<file path="src/fcca_pkg.sv">
// ----------------------------------------------------------------------------
// fcca_pkg
// Shared widths, link codes, word types and control structs of the cluster
// chain allocator.
// ----------------------------------------------------------------------------
package fcca_pkg;

  localparam int NUM_CLUSTERS  = 512;
  localparam int CLUSTER_BYTES = 2048;
  localparam int TABLE_SLOT    = 1;
  localparam int ROOT_SLOT     = 2;

  localparam int CMD_W     = 2;
  localparam int SIZE_W    = 21;
  localparam int CLUSTER_W = 9;
  localparam int STATUS_W  = 2;
  localparam int COUNT_W   = 10;
  localparam int LINK_W    = 11;

  localparam int IDX_W    = $clog2(NUM_CLUSTERS);
  localparam int CNT_W    = $clog2(NUM_CLUSTERS + 1);
  localparam int BYTE_SH  = $clog2(CLUSTER_BYTES);

  localparam logic [LINK_W-1:0] CODE_FREE = LINK_W'(NUM_CLUSTERS);
  localparam logic [LINK_W-1:0] CODE_END  = LINK_W'(NUM_CLUSTERS + 1);
  localparam logic [LINK_W-1:0] CODE_RESV = LINK_W'(NUM_CLUSTERS + 2);

  localparam logic [CMD_W-1:0] CMD_ALLOC  = 2'd0;
  localparam logic [CMD_W-1:0] CMD_FREE   = 2'd1;
  localparam logic [CMD_W-1:0] CMD_LOOKUP = 2'd2;

  localparam logic [STATUS_W-1:0] STAT_OK      = 2'd0;
  localparam logic [STATUS_W-1:0] STAT_NOSPACE = 2'd1;
  localparam logic [STATUS_W-1:0] STAT_BADCL   = 2'd2;

  typedef struct packed {
    logic [CMD_W-1:0]     cmd;
    logic [SIZE_W-1:0]    size_bytes;
    logic [CLUSTER_W-1:0] cluster;
  } in_word_t;

  typedef struct packed {
    logic [STATUS_W-1:0]  status;
    logic [CLUSTER_W-1:0] result_cluster;
    logic                 chain_end;
    logic [COUNT_W-1:0]   chain_len;
  } out_word_t;

  typedef enum logic [2:0] {
    RES_NONE     = 3'd0,
    RES_ZERO     = 3'd1,
    RES_NOSPACE  = 3'd2,
    RES_BADCL    = 3'd3,
    RES_ALLOC_OK = 3'd4,
    RES_FREE_OK  = 3'd5,
    RES_LOOK     = 3'd6
  } res_sel_e;

  typedef struct packed {
    logic     latch;
    logic     init;
    logic     scan;
    logic     link;
    logic     tail;
    logic     free_wr;
    logic     load_out;
    res_sel_e res_sel;
  } dp_cmd_t;

  typedef struct packed {
    logic in_over;
    logic in_cl_oor;
    logic init_done;
    logic scan_hit;
    logic scan_fail;
    logic link_done;
    logic rd_link;
    logic rd_end;
    logic cnt_zero;
    logic cnt_last;
    logic out_free;
  } dp_stat_t;

  function automatic logic [LINK_W-1:0] init_link(input logic [IDX_W-1:0] idx);
    logic [LINK_W-1:0] val;
    if (idx == IDX_W'(TABLE_SLOT) || idx == IDX_W'(ROOT_SLOT)) begin
      val = CODE_END;
    end else if (idx < IDX_W'(2)) begin
      val = CODE_RESV;
    end else begin
      val = CODE_FREE;
    end
    return val;
  endfunction

endpackage

</file>
<file path="src/fcca_ctrl.sv">
// ----------------------------------------------------------------------------
// fcca_ctrl
// Sequencer of the allocator: table sweep after reset, allocate scan and
// link passes, chain free walk, lookup and result hand-off.
// ----------------------------------------------------------------------------
module fcca_ctrl
  import fcca_pkg::*;
(
  input  logic             clk_i,
  input  logic             rst_ni,
  input  logic             in_valid_i,
  input  logic [CMD_W-1:0] in_cmd_i,
  output logic             in_ready_o,
  input  dp_stat_t         st_i,
  output dp_cmd_t          cmd_o
);

  typedef enum logic [9:0] {
    ST_INIT      = 10'b00_0000_0001,
    ST_IDLE      = 10'b00_0000_0010,
    ST_SCAN      = 10'b00_0000_0100,
    ST_LINK      = 10'b00_0000_1000,
    ST_TAIL      = 10'b00_0001_0000,
    ST_FREE_RD   = 10'b00_0010_0000,
    ST_FREE_CHK  = 10'b00_0100_0000,
    ST_FREE_DONE = 10'b00_1000_0000,
    ST_LOOK_RD   = 10'b01_0000_0000,
    ST_RESP      = 10'b10_0000_0000
  } state_e;

  state_e state_q, state_d;
  logic   look_chk_q, look_chk_d;

  always_comb begin
    state_d    = state_q;
    look_chk_d = 1'b0;
    in_ready_o = 1'b0;
    cmd_o      = '{latch: 1'b0, init: 1'b0, scan: 1'b0, link: 1'b0, tail: 1'b0,
                   free_wr: 1'b0, load_out: 1'b0, res_sel: RES_NONE};
    unique case (state_q)
      ST_INIT: begin
        cmd_o.init = 1'b1;
        if (st_i.init_done) begin
          state_d = ST_IDLE;
        end
      end
      ST_IDLE: begin
        in_ready_o = 1'b1;
        if (in_valid_i) begin
          cmd_o.latch = 1'b1;
          unique case (in_cmd_i)
            CMD_ALLOC: begin
              if (st_i.in_over) begin
                cmd_o.res_sel = RES_NOSPACE;
                state_d       = ST_RESP;
              end else begin
                state_d = ST_SCAN;
              end
            end
            CMD_FREE: begin
              if (st_i.in_cl_oor) begin
                cmd_o.res_sel = RES_BADCL;
                state_d       = ST_RESP;
              end else begin
                state_d = ST_FREE_RD;
              end
            end
            CMD_LOOKUP: begin
              if (st_i.in_cl_oor) begin
                cmd_o.res_sel = RES_BADCL;
                state_d       = ST_RESP;
              end else begin
                state_d = ST_LOOK_RD;
              end
            end
            default: begin
              cmd_o.res_sel = RES_ZERO;
              state_d       = ST_RESP;
            end
          endcase
        end
      end
      ST_SCAN: begin
        cmd_o.scan = 1'b1;
        if (st_i.scan_hit) begin
          state_d = ST_LINK;
        end else if (st_i.scan_fail) begin
          cmd_o.res_sel = RES_NOSPACE;
          state_d       = ST_RESP;
        end
      end
      ST_LINK: begin
        cmd_o.link = 1'b1;
        if (st_i.link_done) begin
          state_d = ST_TAIL;
        end
      end
      ST_TAIL: begin
        cmd_o.tail    = 1'b1;
        cmd_o.res_sel = RES_ALLOC_OK;
        state_d       = ST_RESP;
      end
      ST_FREE_RD: begin
        state_d = ST_FREE_CHK;
      end
      ST_FREE_CHK: begin
        if (st_i.rd_link || st_i.rd_end) begin
          cmd_o.free_wr = 1'b1;
          if (st_i.rd_link && !st_i.cnt_last) begin
            state_d = ST_FREE_RD;
          end else begin
            state_d = ST_FREE_DONE;
          end
        end else if (st_i.cnt_zero) begin
          cmd_o.res_sel = RES_BADCL;
          state_d       = ST_RESP;
        end else begin
          state_d = ST_FREE_DONE;
        end
      end
      ST_FREE_DONE: begin
        cmd_o.res_sel = RES_FREE_OK;
        state_d       = ST_RESP;
      end
      ST_LOOK_RD: begin
        look_chk_d = 1'b1;
        state_d    = ST_RESP;
      end
      ST_RESP: begin
        if (look_chk_q) begin
          cmd_o.res_sel = RES_LOOK;
          look_chk_d    = 1'b0;
        end else if (st_i.out_free) begin
          cmd_o.load_out = 1'b1;
          state_d        = ST_IDLE;
        end
        if (look_chk_q) begin
          state_d = ST_RESP;
        end
      end
      default: begin
        state_d = ST_IDLE;
      end
    endcase
  end

  always_ff @(posedge clk_i or negedge rst_ni) begin
    if (!rst_ni) begin
      state_q    <= ST_INIT;
      look_chk_q <= 1'b0;
    end else begin
      state_q    <= state_d;
      look_chk_q <= look_chk_d;
    end
  end

  a_load_when_free: assert property (@(posedge clk_i) disable iff (!rst_ni)
    cmd_o.load_out |-> st_i.out_free)
    else $error("result word loaded while output register is occupied");

  a_no_accept_in_sweep: assert property (@(posedge clk_i) disable iff (!rst_ni)
    cmd_o.init |-> !in_ready_o && !cmd_o.latch)
    else $error("input word taken during table sweep");

endmodule

</file>
<file path="config.mk">
export PLATFORM = sky130hd
export DESIGN_NAME = fcca_ctrl
export DESIGN_NICKNAME = d
export VERILOG_FILES = /design/src/fcca_pkg.sv /design/src/fcca_ctrl.sv
export SDC_FILE = /design/constraint.sdc
export NUM_CORES = 1
export LEC_CHECK = 0
export BUFFER_PORTS_ARGS = -buffer_cell sky130_fd_sc_hd__buf_4
export CELL_PAD_IN_SITES_DETAIL_PLACEMENT = 0
export CELL_PAD_IN_SITES_GLOBAL_PLACEMENT = 1
export CORE_ASPECT_RATIO = 0.7
export CORE_UTILIZATION = 35
export DETAILED_ROUTE_END_ITERATION = 8
export MAX_ROUTING_LAYER = met4
export PLACE_DENSITY_LB_ADDON = 0.2
export SYNTH_ARGS = -nofsm -noshare
export SYNTH_HDL_FRONTEND = slang
export SYNTH_SLANG_ARGS = --single-unit
export TNS_END_PERCENT = 10
</file>
<file path="constraint.sdc">
create_clock -name clk_i -period 6.15 [get_ports clk_i]
set_input_delay 1.845 -clock clk_i [delete_from_list [all_inputs] [get_ports clk_i]]
set_output_delay 1.845 -clock clk_i [all_outputs]
set_load 0.005 [all_outputs]
</file>
# Word level (Yosys, flattened, before mapping)

Index checks and enable logic that the tools add are counted.

Register bits after elaboration: 11
Input bits: 16
Output and inout bits: 11

Eq/ne operators: 17
Multiplexer cells: 38
Reductions and logical operators: 7

Operators with widths:

| kind                 | number |
|---|---|
| $mux 10              | 12 |
| $pmux 10 s8          | 1 |
| $pmux 10 s3          | 1 |
| $pmux 3 s6           | 1 |
| $mux 1               | 13 |
| $mux 2               | 6 |
| $eq 10x1->1 const B  | 1 |
| $eq 10x10->1 const B | 1 |
| $eq 10x2->1 const B  | 1 |
| $eq 10x3->1 const B  | 1 |
| $eq 10x4->1 const B  | 1 |
| $eq 10x5->1 const B  | 1 |
| $eq 10x6->1 const B  | 1 |
| $eq 10x7->1 const B  | 1 |
| $eq 10x8->1 const B  | 1 |
| $eq 10x9->1 const B  | 1 |
| $mux 8               | 1 |
| $mux 3               | 2 |
| $ne 2x2->1 const B   | 3 |
| $ne 3x3->1 const B   | 2 |
| $pmux 3 s2           | 1 |
| $reduce_and 5->1     | 1 |
| $reduce_or 3->1      | 1 |
| $eq 2x1->1 const B   | 1 |
| 6 further kinds      | 6 |

# Longest topological paths before layout

Depth in word-level cells: 5
Gate-level depth with buffers: 7
Depth with buffers taken out: 7

# Least setup slack after synthesis

Ideal clock, no wire load.

Kind: in2out
Start: input in_cmd_i[0]
End: output cmd_o[1] in the netlist's numbering
Arrival: 2.523 ns
Setup slack: 1.782 ns
Stages on the path: 4
Path buffers: 0
Cells stage by stage: inv_1 ha_1 a22oi_1 o311ai_1

RTL lines:

| what        | RTL line        | source |
|---|---|---|
| from (decl) | fcca_ctrl.sv:12 | `input logic [CMD_W-1:0] in_cmd_i,` |
| to (decl)   | fcca_ctrl.sv:15 | `output dp_cmd_t cmd_o` |

==> flow_summary.json <==
{
  "antenna_found_initial": 0,
  "p_leak_nw": 0.584,
  "yosysSeqAreaShare_pct": 26.4,
  "ir_drop_v": 0.0000913,
  "portBuffers": 26,
  "relSlewSlack_pct": 64.3,
  "dp_slack_ns": 1.47,
  "crit_path_start": "in_cmd_i[0]",
  "rsz0062_at_grt": "false",
  "synthArstFlopShare_pct": 100,
  "ys_warn_count": 0,
  "syn-cell-area_sq_mm": 0.00105,
  "worst_pin_slew_ns": 0.530,
  "min_from": "look_chk_q",
  "area_growth_pct": 22.4,
  "dp_hpwl_um": 2080,
  "multi_input_area_sq_um": 699,
  "synth_seq_cells": 11,
  "hp-class": "reg2reg",
  "r2r_start": "state_q[4]",
  "hold_violations": 0,
  "grt_overflow": 0,
  "cts_tree": "done",
  "diodes": 0,
  "grt.total_usage_pct": 19.2,
  "final_antenna_net_count": 0,
  "first_pass_iters": 4,
  "regArea_sq_um": 277,
  "synth_top_family_by_area": "simple AND/OR/NAND/NOR gates",
  "synth.area.mux_share_pct": 0,
  "status": "finished, final reports clean",
  "postCtsResizedCells": 0,
  "synth.avg_cell_area_sq_um": 7.82,
  "synth_edf_count": 0,
  "finalCritPeriodShare_pct": 75.9,
  "postCtsSetupBuffers": 0,
  "avgRoutedWirePerCell_um": 14.3,
  "drive_gt1_share_pct": 24.0,
  "clk_path_buf_depth": 2,
  "power_density_mw_per_mm2": 278,
  "viasPerCell": 5.59,
  "synth_nets": 154,
  "place_congestion": 0.817,
  "postSynthCellCount": 134,
  "slew_viol_final": 0,
  "synth_xor_area_share_pct": 1.67,
  "grt_max_degree": 14,
  "wl_um": 2730,
  "layout_common_cells": "buf_4, nor2_1, dfrtp_1",
  "critPathCaptureType": "output port",
  "fmax_mhz": 214,
  "core_area_sq_mm": 0.00282,
  "arrival_ns": 2.82,
  "synthDistinctLibCells": 45,
  "setup-violations-final": 0,
  "drc": 0,
  "drtIter0Drc": 52,
  "grt_first_pass_wirelength_um": 4220,
  "io_pins": 27,
  "die_area_sq_mm": 0.00322,
  "min_period_ns": 4.67,
  "numCtsBuffers": 3,
  "final_common_cell": "buf_4",
  "fin_tns_setup_ns": 0,
  "synth_compound_area_share_pct": 17.3,
  "crit_type": "in2out",
  "cts_htree_levels": 1,
  "initial_utilization_pct": 37.1,
  "utilization_pct": 45.5,
  "synth_ff_type": "dfrtp_1",
  "ctsRootBufferMaster": "clkbuf_8",
  "fin_ws_ns": 1.48,
  "grt_pass1_vias": 877,
  "finClkSkew_ns": 0.00104,
  "fin_area_sq_mm": 0.00128,
  "rows": 16,
  "ctsHoldBuffers": 0,
  "path_clk_slew_ns": 0.05,
  "die_h_um": 47.8,
  "final_net_count": 175,
  "vias": 1062,
  "placedCellCount": 186,
  "die_w_um": 67.4,
  "synth_fa_ha_area_share_pct": 4.77,
  "cts.sinks": 11,
  "n_fill_cell": 296,
  "instances_no_fill": 190,
  "clkLatencyLatePin_ns": 0.24,
  "place_area_sq_mm": 0.00124,
  "cp_max_fo": 3,
  "startpoint_type": "input port",
  "required_ns": 4.30,
  "synth_simple_gate_area_share_pct": 43.0,
  "max_cap_violations": 0
}
==> where the power goes <==
part | internal (mW) | switching [mW]
Clock | 0.0455 | 0.0274
Combinational | 0.0856 | 0.0940
Sequential | 0.0809 | 0.0239
==> cell usage after synthesis, types with 3 or more instances <==
cell type | number | area [sq um]
o21ai_0 | 4 | 20.0
clkbuf_1 | 4 | 15.0
ha_1 | 4 | 50.1
nand3b_1 | 3 | 22.5
nand2_1 | 6 | 22.5
nor4b_1 | 3 | 26.3
and3_1 | 3 | 18.8
nor3b_1 | 4 | 30.0
o211ai_1 | 3 | 22.5
nand4_1 | 4 | 25.0
nor2b_1 | 4 | 25.0
buf_2 | 4 | 20.0
nor3_1 | 7 | 35.0
or3_1 | 4 | 25.0
dfrtp_1 | 10 | 250
nor2_1 | 20 | 75.1
a21oi_1 | 4 | 20.0
inv_1 | 5 | 18.8
==> sequential cells by signal, summed over array words and instances (netlist names) <==
name        flops
state_q        10
look_chk_q      1
==> through the flow <==
stage                     hold slack, ns  total power [mW]
after floorplan                    0.533             0.235
after global placement             0.595             0.284
after detailed placement           0.613             0.283
after CTS                          0.618             0.358
after global routing               0.647             0.385
final                              0.614             0.357
==> per-layer routing <==
metal  share of wire, %  GRT usage, %
met3                4.2          5.00
met5                  0             -
met4               0.62          3.83
met2                 45          29.8
met1                 50          25.4
==> area by class of cell <==
| class | count | area share [%] |
|---|---|---|
| Timing Repair Buffer | 26 | 15.2 |
| Sequential cell | 11 | 21.5 |
| Inverter | 6 | 1.75 |
| Clock buffer | 4 | 3.51 |
| Multi-Input combinational cell | 107 | 54.5 |
| Tap cell | 36 | 3.51 |
==> worst max-delay path: stages <==
cell,delay [ns]
buf_4,0.10
inv_1,0.05
ha_1,0.31
a22oi_1,0.09
o311ai_1,0.27
buf_4,0.17
==> cell families (layout without fill, tap and decap cells) <==
family	count (synthesis)	after routing
DFF	11	11
and+or+nand+nor	76	76
adders and majority gates	4	4
xor gates and xnor gates	2	2
AOI/OAI and AO/OA	25	25
buffers and inverters	16	36
==> worst paths after layout <==
| check | endpoint | slack [ns] | cells after the start |
|---|---|---|---|
| max in group asynchronous | state_q[0] | 4.49 | 1 |
| max | cmd_o[1] | 1.48 | 6 |
| max reg2reg | state_q[9] | 3.95 | 5 |
| min reg2reg | state_q[9] | 0.61 | 2 |
| min in group asynchronous | state_q[7] | 1.44 | 1 |
| min | state_q[9] | 0.61 | 2 |
(Power assumes the default switching activity.)
